<file path="config.mk">
export PLATFORM = sky130hd
export DESIGN_NAME = ple_ctrl_flat
export DESIGN_NICKNAME = d
export VERILOG_FILES = /design/src/rtl/ple_pkg.sv /design/src/rtl/ple_if.sv /design/src/rtl/ple_ctrl.sv /design/src/flat_wrapper.sv
export SDC_FILE = /design/constraint.sdc
export NUM_CORES = 1
export LEC_CHECK = 0
export ABC_AREA = 1
export BUFFER_PORTS_ARGS = -buffer_cell sky130_fd_sc_hd__buf_2
export CAP_MARGIN = 30
export CORE_MARGIN = 2
export CORE_UTILIZATION = 41
export CTS_BUF_LIST = sky130_fd_sc_hd__clkbuf_2 sky130_fd_sc_hd__clkbuf_4 sky130_fd_sc_hd__clkbuf_8
export DETAILED_ROUTE_END_ITERATION = 12
export HOLD_SLACK_MARGIN = 0.05
export PLACE_DENSITY_LB_ADDON = 0.3
export SETUP_SLACK_MARGIN = 0.15
export SYNTH_ARGS = -nofsm -noshare
export SYNTH_HDL_FRONTEND = slang
export SYNTH_SLANG_ARGS = --single-unit
</file>
<file path="constraint.sdc">
create_clock -name clk_i -period 4.1 [get_ports clk_i]
set_clock_uncertainty 0.1 [all_clocks]
set_input_delay 0.615 -clock clk_i [delete_from_list [all_inputs] [get_ports clk_i]]
set_output_delay 0.615 -clock clk_i [all_outputs]
set_load 0.01 [all_outputs]
</file>
<file path="src/rtl/ple_pkg.sv">
// ----------------------------------------------------------------------------
// ple_pkg
// Shared types and constants of the positional list engine: sizes, request
// and status codes, sequencer states and the memory access bundle.
// ----------------------------------------------------------------------------
package ple_pkg;

  localparam int unsigned DEPTH     = 256;
  localparam int unsigned WORD_BITS = 32;
  localparam int unsigned ADDR_W    = $clog2(DEPTH);
  localparam int unsigned CNT_W     = $clog2(DEPTH + 1);
  localparam int unsigned POS_W     = 9;
  localparam int unsigned MODE_W    = 3;

  typedef logic signed [WORD_BITS-1:0] word_t;
  typedef logic [ADDR_W-1:0]           addr_t;
  typedef logic [CNT_W-1:0]            cnt_t;

  typedef enum logic [MODE_W-1:0] {
    MODE_PUSH_FRONT = 3'd0,
    MODE_PUSH_BACK  = 3'd1,
    MODE_INSERT_AT  = 3'd2,
    MODE_POP_FRONT  = 3'd3,
    MODE_POP_BACK   = 3'd4,
    MODE_REMOVE_AT  = 3'd5,
    MODE_READ       = 3'd6
  } mode_e;

  typedef enum logic [1:0] {
    STATUS_OK      = 2'd0,
    STATUS_EMPTY   = 2'd1,
    STATUS_FULL    = 2'd2,
    STATUS_BAD_POS = 2'd3
  } status_e;

  typedef enum logic [1:0] {
    OP_NONE,
    OP_INSERT,
    OP_REMOVE,
    OP_READ
  } op_e;

  typedef enum logic [2:0] {
    S_IDLE,
    S_CAPTURE,
    S_SHIFT,
    S_PLACE,
    S_RESP
  } state_e;

  typedef struct packed {
    logic  we;
    addr_t waddr;
    word_t wdata;
    addr_t raddr;
  } mem_req_t;

endpackage

</file>
<file path="src/rtl/ple_if.sv">
// ----------------------------------------------------------------------------
// ple_if
// Valid/ready channels of the positional list engine: request and response.
// ----------------------------------------------------------------------------
interface ple_req_if
  import ple_pkg::*;
();
  logic                    valid;
  logic                    ready;
  logic [MODE_W-1:0]       mode;
  logic signed [WORD_BITS-1:0] value;
  logic [POS_W-1:0]        position;

  modport source (output valid, mode, value, position, input ready);
  modport sink   (input valid, mode, value, position, output ready);
endinterface

interface ple_rsp_if
  import ple_pkg::*;
();
  logic                        valid;
  logic                        ready;
  logic [1:0]                  status;
  logic signed [WORD_BITS-1:0] word_out;
  logic [CNT_W-1:0]            entry_count;

  modport source (output valid, status, word_out, entry_count, input ready);
  modport sink   (input valid, status, word_out, entry_count, output ready);
endinterface

</file>
<file path="src/rtl/ple_ctrl.sv">
// ----------------------------------------------------------------------------
// ple_ctrl
// Request decode and move sequencer: opens or closes a gap in the packed
// store by moving one word per cycle, or reads a word, then responds; a failed request responds directly.
// ----------------------------------------------------------------------------
module ple_ctrl
  import ple_pkg::*;
(
  input  logic           clk_i,
  input  logic           rst_ni,
  ple_req_if.sink        req_i,
  ple_rsp_if.source      rsp_o,
  output mem_req_t       mem_req_o,
  input  word_t          rdata_i
);

  state_e  state_q, state_d;
  cnt_t    len_q, len_d;
  addr_t   idx_q, idx_d;
  addr_t   src_q, src_d;
  addr_t   wr_q, wr_d;
  cnt_t    moves_q, moves_d;
  logic    pend_q, pend_d;
  logic    down_q, down_d;
  op_e     op_q, op_d;
  word_t   value_q, value_d;
  word_t   word_q, word_d;
  status_e status_q, status_d;

  cnt_t    n;
  cnt_t    pos;
  cnt_t    pos_m1;
  status_e dec_status;
  op_e     dec_op;
  cnt_t    dec_idx;
  logic    accept;

  assign n      = len_q;
  assign pos    = cnt_t'(req_i.position);
  assign pos_m1 = pos - cnt_t'(1);
  assign accept = req_i.valid && req_i.ready;

  // Decode the request against the current length
  always_comb begin
    dec_status = STATUS_OK;
    dec_op     = OP_NONE;
    dec_idx    = '0;
    unique case (mode_e'(req_i.mode))
      MODE_PUSH_FRONT, MODE_PUSH_BACK, MODE_INSERT_AT: begin
        if (n == cnt_t'(DEPTH)) begin
          dec_status = STATUS_FULL;
        end else begin
          dec_op = OP_INSERT;
          priority if (req_i.mode == MODE_PUSH_FRONT || n == '0) begin
            dec_idx = '0;
          end else if (req_i.mode == MODE_PUSH_BACK) begin
            dec_idx = n;
          end else if (pos == cnt_t'(1)) begin
            dec_idx = '0;
          end else if (pos == n) begin
            dec_idx = n;
          end else if (pos > cnt_t'(1) && pos < n) begin
            dec_idx = pos_m1;
          end else begin
            dec_status = STATUS_BAD_POS;
            dec_op     = OP_NONE;
          end
        end
      end
      MODE_POP_FRONT, MODE_POP_BACK, MODE_REMOVE_AT: begin
        if (n == '0) begin
          dec_status = STATUS_EMPTY;
        end else begin
          dec_op = OP_REMOVE;
          priority if (req_i.mode == MODE_POP_FRONT || n == cnt_t'(1)) begin
            dec_idx = '0;
          end else if (req_i.mode == MODE_POP_BACK) begin
            dec_idx = n - cnt_t'(1);
          end else if (pos >= cnt_t'(1) && pos <= n) begin
            dec_idx = pos_m1;
          end else begin
            dec_status = STATUS_BAD_POS;
            dec_op     = OP_NONE;
          end
        end
      end
      MODE_READ: begin
        if (n == '0) begin
          dec_status = STATUS_EMPTY;
        end else if (pos >= cnt_t'(1) && pos <= n) begin
          dec_op  = OP_READ;
          dec_idx = pos_m1;
        end else begin
          dec_status = STATUS_BAD_POS;
        end
      end
      default: begin
        dec_status = STATUS_BAD_POS;
      end
    endcase
  end

  always_ff @(posedge clk_i or negedge rst_ni) begin
    if (!rst_ni) begin
      state_q <= S_IDLE;
      len_q   <= '0;
      moves_q <= '0;
      pend_q  <= 1'b0;
    end else begin
      state_q <= state_d;
      len_q   <= len_d;
      moves_q <= moves_d;
      pend_q  <= pend_d;
    end
  end

  always_ff @(posedge clk_i) begin
    idx_q    <= idx_d;
    src_q    <= src_d;
    wr_q     <= wr_d;
    down_q   <= down_d;
    op_q     <= op_d;
    value_q  <= value_d;
    word_q   <= word_d;
    status_q <= status_d;
  end

  always_comb begin
    state_d   = state_q;
    len_d     = len_q;
    idx_d     = idx_q;
    src_d     = src_q;
    wr_d      = wr_q;
    moves_d   = moves_q;
    pend_d    = pend_q;
    down_d    = down_q;
    op_d      = op_q;
    value_d   = value_q;
    word_d    = word_q;
    status_d  = status_q;
    mem_req_o = '{we: 1'b0, waddr: wr_q, wdata: rdata_i, raddr: src_q};

    unique case (state_q)
      S_IDLE: begin
        // The read of the target entry goes out now; data is back next cycle
        mem_req_o.raddr = dec_idx[ADDR_W-1:0];
        if (accept) begin
          op_d     = dec_op;
          idx_d    = dec_idx[ADDR_W-1:0];
          value_d  = req_i.value;
          status_d = dec_status;
          word_d   = '0;
          pend_d   = 1'b0;
          unique case (dec_op)
            OP_INSERT: begin
              down_d  = 1'b1;
              src_d   = addr_t'(n - cnt_t'(1));
              moves_d = n - dec_idx;
              state_d = S_SHIFT;
            end
            OP_REMOVE, OP_READ: begin
              state_d = S_CAPTURE;
            end
            default: begin
              state_d = S_RESP;
            end
          endcase
        end
      end
      S_CAPTURE: begin
        word_d = rdata_i;
        if (op_q == OP_READ) begin
          state_d = S_RESP;
        end else begin
          down_d  = 1'b0;
          src_d   = idx_q + addr_t'(1);
          moves_d = len_q - cnt_t'(idx_q) - cnt_t'(1);
          pend_d  = 1'b0;
          state_d = S_SHIFT;
        end
      end
      S_SHIFT: begin
        // Write back the word read last cycle, one slot over
        if (pend_q) begin
          mem_req_o.we = 1'b1;
        end
        if (moves_q != '0) begin
          pend_d  = 1'b1;
          wr_d    = down_q ? src_q + addr_t'(1) : src_q - addr_t'(1);
          src_d   = down_q ? src_q - addr_t'(1) : src_q + addr_t'(1);
          moves_d = moves_q - cnt_t'(1);
        end else begin
          pend_d = 1'b0;
          if (!pend_q) begin
            if (op_q == OP_INSERT) begin
              state_d = S_PLACE;
            end else begin
              len_d   = len_q - cnt_t'(1);
              state_d = S_RESP;
            end
          end
        end
      end
      S_PLACE: begin
        mem_req_o.we    = 1'b1;
        mem_req_o.waddr = idx_q;
        mem_req_o.wdata = value_q;
        len_d           = len_q + cnt_t'(1);
        state_d         = S_RESP;
      end
      S_RESP: begin
        if (rsp_o.ready) begin
          state_d = S_IDLE;
        end
      end
      default: begin
        state_d = S_IDLE;
      end
    endcase
  end

  assign req_i.ready       = (state_q == S_IDLE);
  assign rsp_o.valid       = (state_q == S_RESP);
  assign rsp_o.status      = status_q;
  assign rsp_o.word_out    = word_q;
  assign rsp_o.entry_count = len_q;

endmodule

</file>
<file path="src/flat_wrapper.sv">
// flat-port wrapper written by rule: the top's interface ports become plain ports
module ple_ctrl_flat import ple_pkg::*;
  (clk_i, rst_ni, mem_req_o, rdata_i, req_i_valid, req_i_mode, req_i_value, req_i_position, req_i_ready, rsp_o_valid, rsp_o_status, rsp_o_word_out, rsp_o_entry_count, rsp_o_ready);
  ple_req_if req_i_i ();
  ple_rsp_if rsp_o_i ();
  input  logic clk_i;
  input  logic rst_ni;
  output mem_req_t mem_req_o;
  input  word_t rdata_i;
  input wire logic [$bits(req_i_i.valid)-1:0] req_i_valid;
  input wire logic [$bits(req_i_i.mode)-1:0] req_i_mode;
  input wire logic [$bits(req_i_i.value)-1:0] req_i_value;
  input wire logic [$bits(req_i_i.position)-1:0] req_i_position;
  output wire logic [$bits(req_i_i.ready)-1:0] req_i_ready;
  output wire logic [$bits(rsp_o_i.valid)-1:0] rsp_o_valid;
  output wire logic [$bits(rsp_o_i.status)-1:0] rsp_o_status;
  output wire logic [$bits(rsp_o_i.word_out)-1:0] rsp_o_word_out;
  output wire logic [$bits(rsp_o_i.entry_count)-1:0] rsp_o_entry_count;
  input wire logic [$bits(rsp_o_i.ready)-1:0] rsp_o_ready;
  assign req_i_i.valid = req_i_valid;
  assign req_i_i.mode = req_i_mode;
  assign req_i_i.value = req_i_value;
  assign req_i_i.position = req_i_position;
  assign req_i_ready = req_i_i.ready;
  assign rsp_o_valid = rsp_o_i.valid;
  assign rsp_o_status = rsp_o_i.status;
  assign rsp_o_word_out = rsp_o_i.word_out;
  assign rsp_o_entry_count = rsp_o_i.entry_count;
  assign rsp_o_i.ready = rsp_o_ready;
  ple_ctrl u_core (.clk_i(clk_i), .rst_ni(rst_ni), .req_i(req_i_i), .rsp_o(rsp_o_i), .mem_req_o(mem_req_o), .rdata_i(rdata_i));
endmodule
</file>
# Yosys cells after proc, flatten, opt, wreduce, memory -nomap -nowiden
# Cells that the tools add are included.
[word_totals]
word_cells = 150
regBits = 115
latch_bits = 0
n_memories = 0
ramBits = 0
rom_bits = 0
in_bits = 80
out_inout_bits = 94
[classes]
order_cmp = 4
add_sub_neg = 10
mul = 0
div = 0
n_reduce_logical = 23
eq_ne = 27
n_shift = 0
n_bitwise = 0
mux = 74
[ops]
columns = ["cell", "count"]
rows = [
  ["$mux W9", 18],
  ["$pmux W32 S2", 1],
  ["$mux W8", 7],
  ["$pmux W9 S3", 2],
  ["$mux W2", 22],
  ["$mux W40", 1],
  ["$sub A9 B1 Y9 const B", 4],
  ["$mux W32", 1],
  ["$pmux W8 S3", 1],
  ["$eq A9 B1 Y1 const B", 2],
  ["$mux W3", 6],
  ["$pmux W9 S2", 1],
  ["$add A8 B1 Y8 const B", 2],
  ["$pmux W3 S5", 1],
  ["$eq A3 B2 Y1 const B", 4],
  ["$eq A3 B3 Y1 const B", 4],
  ["$ne A2 B2 Y1 const B", 6],
  ["$pmux W2 S3", 2],
  ["$reduce_and A4 Y1", 3],
  ["$add A9 B1 Y9 const B", 1],
  ["$eq A9 B9 Y1", 1],
  ["$eq A9 B9 Y1 const B", 1],
  ["$ge A9 B1 Y1 const B", 1],
  ["$gt A9 B1 Y1 const B", 1],
  ["25 further kinds", 45],
]

# Longest topological paths before layout
[depth]
ltp_word = 14
ltp_mapped = 30

# Least setup slack after synthesis
# OpenSTA, ideal clock, no wires.
[synth_path]
path_type = "register to register"
from = "register u_core.state_q[2]"
to = "register u_core.word_q[0] (netlist: u_core.rsp_o.word_out[0]) (enable)"
arrival_time_ns = 3.766
path_stages_with_launch = 7
synth_period_minus_slack_ns = 4.252
n_path_buf = 1
required_ns = 3.613
slack_ns = -0.152
cell_sequence = "dfrtp_1 -> nor3_2 -> inv_1 -> clkbuf_1 -> nor2_1 -> nor2_1 -> inv_1"
[synth_via]
elab_chain_cells = 4
word_cells_on_any_way = 6
classes_between = "2 x eq/ne; 4 x reduce/logical"
[synth_rtl]
columns = ["item", "line", "rtl"]
rows = [
  ["start, declared", "ple_ctrl.sv:17", "state_e state_q, state_d;"],
  ["start signal, assigned", "ple_ctrl.sv:110", "state_q <= state_d;"],
  ["$logic_not A3 Y1", "ple_ctrl.sv:143, ple_ctrl.sv:222", ""],
  ["$logic_and A1 B1 Y1", "ple_ctrl.sv:41", "assign accept = req_i.valid && req_i.ready;"],
  ["$ne A2 B2 Y1 (no line)", "n/a", ""],
  ["$reduce_and A2 Y1 (no line) *", "n/a", ""],
  ["end signal, assigned", "ple_ctrl.sv:124", "word_q <= word_d;"],
  ["end, declared", "ple_ctrl.sv:27", "word_t word_q, word_d;"],
]
# Mark *: on every way between the ends. The rest lies on a longest branch, timed or not.
# A chain may end at the register's enable or synchronous reset.

# Worst setup path in the final report
[layout_path]
from = "register u_core.len_q[1] (netlist: u_core.rsp_o.entry_count[1])"
to = "register u_core.moves_q[8]"
[layout_via]
elab_chain_cells = 13
word_cells_on_any_way = 46
classes_between = "4 x add/sub; 2 x order compare; 5 x eq/ne; 29 x mux; 6 x reduce/logical"
[layout_rtl]
columns = ["item", "line", "rtl"]
rows = [
  ["start, declared", "ple_ctrl.sv:18", "cnt_t len_q, len_d;"],
  ["start signal, assigned", "ple_ctrl.sv:111", "len_q <= len_d;"],
  ["$lt A9 B9 Y1", "ple_ctrl.sv:62", "end else if (pos > cnt_t'(1) && pos < n) begin"],
  ["$logic_and A1 B1 Y1", "ple_ctrl.sv:62", ""],
  ["$mux W9", "ple_ctrl.sv:62", ""],
  ["$mux W9", "ple_ctrl.sv:60", "end else if (pos == n) begin"],
  ["$mux W9", "ple_ctrl.sv:58", "end else if (pos == cnt_t'(1)) begin"],
  ["$mux W9", "ple_ctrl.sv:56", "end else if (req_i.mode == MODE_PUSH_BACK) begin"],
  ["$mux W9", "ple_ctrl.sv:54", "priority if (req_i.mode == MODE_PUSH_FRONT || n == '0) begin"],
  ["$mux W9", "ple_ctrl.sv:50", "if (n == cnt_t'(DEPTH)) begin"],
  ["$pmux W9 S3 *", "ple_ctrl.sv:48", "unique case (mode_e'(req_i.mode))"],
  ["via u_core.dec_idx[0]", "ple_ctrl.sv:35", "cnt_t dec_idx;"],
  ["$sub A9 B9 Y9 *", "ple_ctrl.sv:158", "moves_d = n - dec_idx;"],
  ["$mux W9 *", "ple_ctrl.sv:154", "unique case (dec_op)"],
  ["$mux W9 *", "ple_ctrl.sv:147", "if (accept) begin"],
  ["$pmux W9 S3 *", "ple_ctrl.sv:143", "unique case (state_q)"],
  ["end signal, assigned", "ple_ctrl.sv:112", "moves_q <= moves_d;"],
  ["end, declared", "ple_ctrl.sv:22", "cnt_t moves_q, moves_d;"],
]
# Mark *: on every way through the listed nets, which the timed path passes. The rest lies on a longest branch. The select of a mux whose other input is x is not followed.

==> flow_metrics.env <==
export IMPL_status="completed"
export IMPL_ys_flop_type="edfxtp_1"
export IMPL_hp_class="input port to flop"
export IMPL_ys_types=50
export IMPL_cp_max_fo=4
export IMPL_fin_nets=1269
export IMPL_post_drt_wl_per_cell_um=16.54
export IMPL_coreArea_um2=18090
export IMPL_crit_slowest_cell="dfrtp_1"
export IMPL_clk_path_buf_depth=2
export IMPL_crit_cells=27
export IMPL_leakage_nw=4.450
export IMPL_cts_tree="done"
export IMPL_die_w_um=140.3
export IMPL_crit_top_cell="nand2_1"
export IMPL_synth_nets=1067
export IMPL_worst_r2r_startpoint="u_core.rsp_o.entry_count[1]"
export IMPL_syn_area_per_cell_um2=8.007
export IMPL_start_kind="flop"
export IMPL_fin_cells=1395
export IMPL_vdd_drop_max_uv=166.2
export IMPL_max_freq_mhz=271.5
export IMPL_drt_iter0_drc=584
export IMPL_cts_htree_levels=4
export IMPL_ys_async_sr_fraction_pct=19.13
export IMPL_start_util_pct=42.10
export IMPL_setup_viol=0
export IMPL_via_count=7192
export IMPL_yosysWarningCount=0
export IMPL_syn_instance_count=951
export IMPL_seq_area_frac_synth_pct=43.90
export IMPL_io_buffers=173
export IMPL_timing_rr_end="u_core.moves_q[8]"
export IMPL_cap_violations=0
export IMPL_p_clk_share_pct=42.1
export IMPL_syn_area_um2=7615
export IMPL_place_inst=1354
export IMPL_synth_seq_cells=115
export IMPL_p_sw_mw=0.6970
export IMPL_die_area_um2=19680
export IMPL_cp_endpoint="u_core.moves_q[8]"
export IMPL_clkTransAtPathRegs_ns=0.09
export IMPL_clkLatencyLatePin_ns=0.44
export IMPL_relSlewSlack_pct=38.65
export IMPL_cp_top_family="simple AND/OR/NAND/NOR gates"
export IMPL_fill_cells=1734
export IMPL_required_ns=4.32
export IMPL_grt_pass1_wl_um=36330
export IMPL_p_per_area_nw_per_um2=285.4
export IMPL_vias_per_cell=5.156
export IMPL_drc=0
export IMPL_postRouteAntennaNets=0
export IMPL_path_buf_inv=4
export IMPL_hold_start="req_i_value[9]"
export IMPL_wl_um=23070
export IMPL_seqPwrFrac_pct=48.0
export IMPL_drive_gt1_share_pct=25.90
export IMPL_internal_power_mw=2.007
export IMPL_p_sw_share_pct=25.77
export IMPL_period_minus_slack_ns=3.684
export IMPL_rrSetupSlack_ns=0.42
export IMPL_r2r_cells=27
export IMPL_worstSetupEndpointType="flop"
export IMPL_antenna_found_initial=0
export IMPL_area_delta_synth_final_pct=24.43
export IMPL_cts_buffers=17
export IMPL_grt_pass1_vias=6830
export IMPL_antennaDiodeCount=0
export IMPL_rsz0062_at_grt="yes"
export IMPL_path_class="flop to flop"
export IMPL_io_pins=174
export IMPL_p_total_mw=2.704
export IMPL_grt_ovfl_total=0
export IMPL_hold_violations=0
export IMPL_tightest_slew_ns=0.9203
export IMPL_die_h_um=140.3
export IMPL_grt_start_max_net_pins=79
export IMPL_grtUsageTotal_pct=23.64
export IMPL_cts_sinks=115
export IMPL_clockRootBuffer="clkbuf_8"
export IMPL_arrival_ns=3.91
export IMPL_rows=49
export IMPL_combinationalPowerShare_pct=9.9
export IMPL_first_pass_iters=6
export IMPL_routabilityCongestion=0.9320
export IMPL_min_period_over_period_pct=89.85
export IMPL_dpl_hpwl_um=17450
export IMPL_finalSetupTns_ns=0
export IMPL_synth_edf_count=93
export IMPL_critical_path_max_stage_delay_ns=0.37
export IMPL_startpoint="u_core.rsp_o.entry_count[1]"
export IMPL_drv_slew=0
-- registers in the layout (all words and copies together), names as in the netlist --
| name | flops |
|---|---|
| u_core.down_q | 1 |
| u_core.idx_q | 8 |
| u_core.moves_q | 9 |
| u_core.op_q | 2 |
| u_core.pend_q | 1 |
| u_core.rsp_o.entry_count | 9 |
| u_core.rsp_o.status | 2 |
| u_core.rsp_o.word_out | 32 |
| u_core.src_q | 8 |
| u_core.state_q | 3 |
| u_core.value_q | 32 |
| u_core.wr_q | 8 |
-- layout make-up --
cell class	instances	area, µm²	share of cell area, %
multi-input cells	652	3691	38.95
inverters	157	591.8	6.246
well taps	229	286.5	3.024
flip-flops and latches	115	3343	35.28
repair buffers	210	1146	12.10
clock buffers	18	241.5	2.549
clock inverters	14	175.2	1.849
-- Yosys cell counts, drive strengths merged, types with 2 or more instances --
master | instances | area [µm²]
nand2 | 197 | 747.0
inv | 155 | 581.8
o21ai | 111 | 566.8
nor2 | 96 | 399.1
edfxtp | 93 | 2793
a21oi | 45 | 225.2
nand3 | 41 | 205.2
ha | 34 | 425.4
xor2 | 29 | 254.0
nor3 | 23 | 130.1
dfrtp | 22 | 550.5
clkbuf | 19 | 71.32
o211ai | 15 | 112.6
buf | 8 | 43.79
nand4 | 8 | 50.05
xnor2 | 8 | 70.07
o221ai | 7 | 61.31
or2 | 7 | 43.80
nand3b | 4 | 30.03
o22ai | 4 | 25.02
a31oi | 3 | 18.77
o21bai | 3 | 22.52
a21o | 2 | 15.01
clkinv | 2 | 7.510
fa | 2 | 40.04
o311ai | 2 | 17.52
-- layer usage --
metal	up-vias	GRT usage (%)	share of wire, %	wire length, µm
met5	-	0	0	0
met4	0	9.357	2.7	633
met3	45	3.316	5.1	1166
met2	246	38.52	47	10950
met1	3324	31.96	45	10320
li1	3577	-	-	-
-- worst min-delay path by stage --
stage                   endpoint  slack [ns]  depth (start not counted)
2_1_floorplan  u_core.moves_q[0]        0.22                          0
3_3_place_gp   u_core.moves_q[8]        0.41                          2
3_5_place_dp   u_core.moves_q[8]        0.43                          2
4_1_cts        u_core.value_q[9]        0.20                          1
5_1_grt        u_core.value_q[7]        0.21                          1
6_report       u_core.value_q[9]        0.24                          1
-- logic make-up (layout without fill, tap and decap cells) --
family | Yosys count | count (layout) | share of synthesized area (%)
flip-flops | 115 | 115 | 43.90
AND/OR/NAND/NOR | 379 | 379 | 21.54
XOR/XNOR | 37 | 37 | 4.256
adder cells (fa/ha/maj) | 36 | 36 | 6.112
AO/OA/AOI/OAI | 200 | 200 | 14.94
buffers and inverters | 184 | 399 | 9.251
-- metrics by stage --
step           worst slack (ns)  hold WS, ns  utilization [%]  cell area [µm²]
2_1_floorplan            0.4561       0.2194                -             7617
3_3_place_gp             0.1592       0.4100            49.07             8875
3_5_place_dp            0.04425       0.4338            49.07             8875
4_1_cts                  0.2339       0.1998            51.43             9301
5_1_grt                 0.08197       0.2073            52.39             9475
6_report                 0.4161       0.2350            52.39             9475
-- power by group through the flow --
stage / clock network, mW / registers [mW] / logic [mW]
4_1_cts: 1.17 / 1.30 / 0.263
6_report: 1.14 / 1.30 / 0.268
5_1_grt: 1.21 / 1.30 / 0.303
2_1_floorplan: 0 / 1.31 / 0.151
3_3_place_gp: 0 / 1.32 / 0.258
3_5_place_dp: 0 / 1.32 / 0.261
-- what timing repair did --
action                                  CTS  global route
endpoints found under the setup margin    0             9
hold buffers                              1             0
gates resized for setup                   0            41
setup buffers                             0             8
endpoints found under the hold margin     3             0
-- cell usage in the layout (no fill, tap or decap), types with 5 or more instances in the layout --
cell,instances
nand2_1,190
buf_2,173
inv_1,142
o21ai_0,96
edfxtp_1,93
nor2_1,83
a21oi_1,44
nand3_1,37
buf_4,36
xor2_1,29
ha_1,26
dfrtp_1,22
nor3_1,19
clkbuf_8,17
o211ai_1,15
inv_2,12
o21ai_1,12
nor2_2,8
nand4_1,8
xnor2_1,8
o221ai_1,7
nand2_2,6
or2_2,5
ha_2,5
inv_6,5
(Power assumes the default switching activity.)
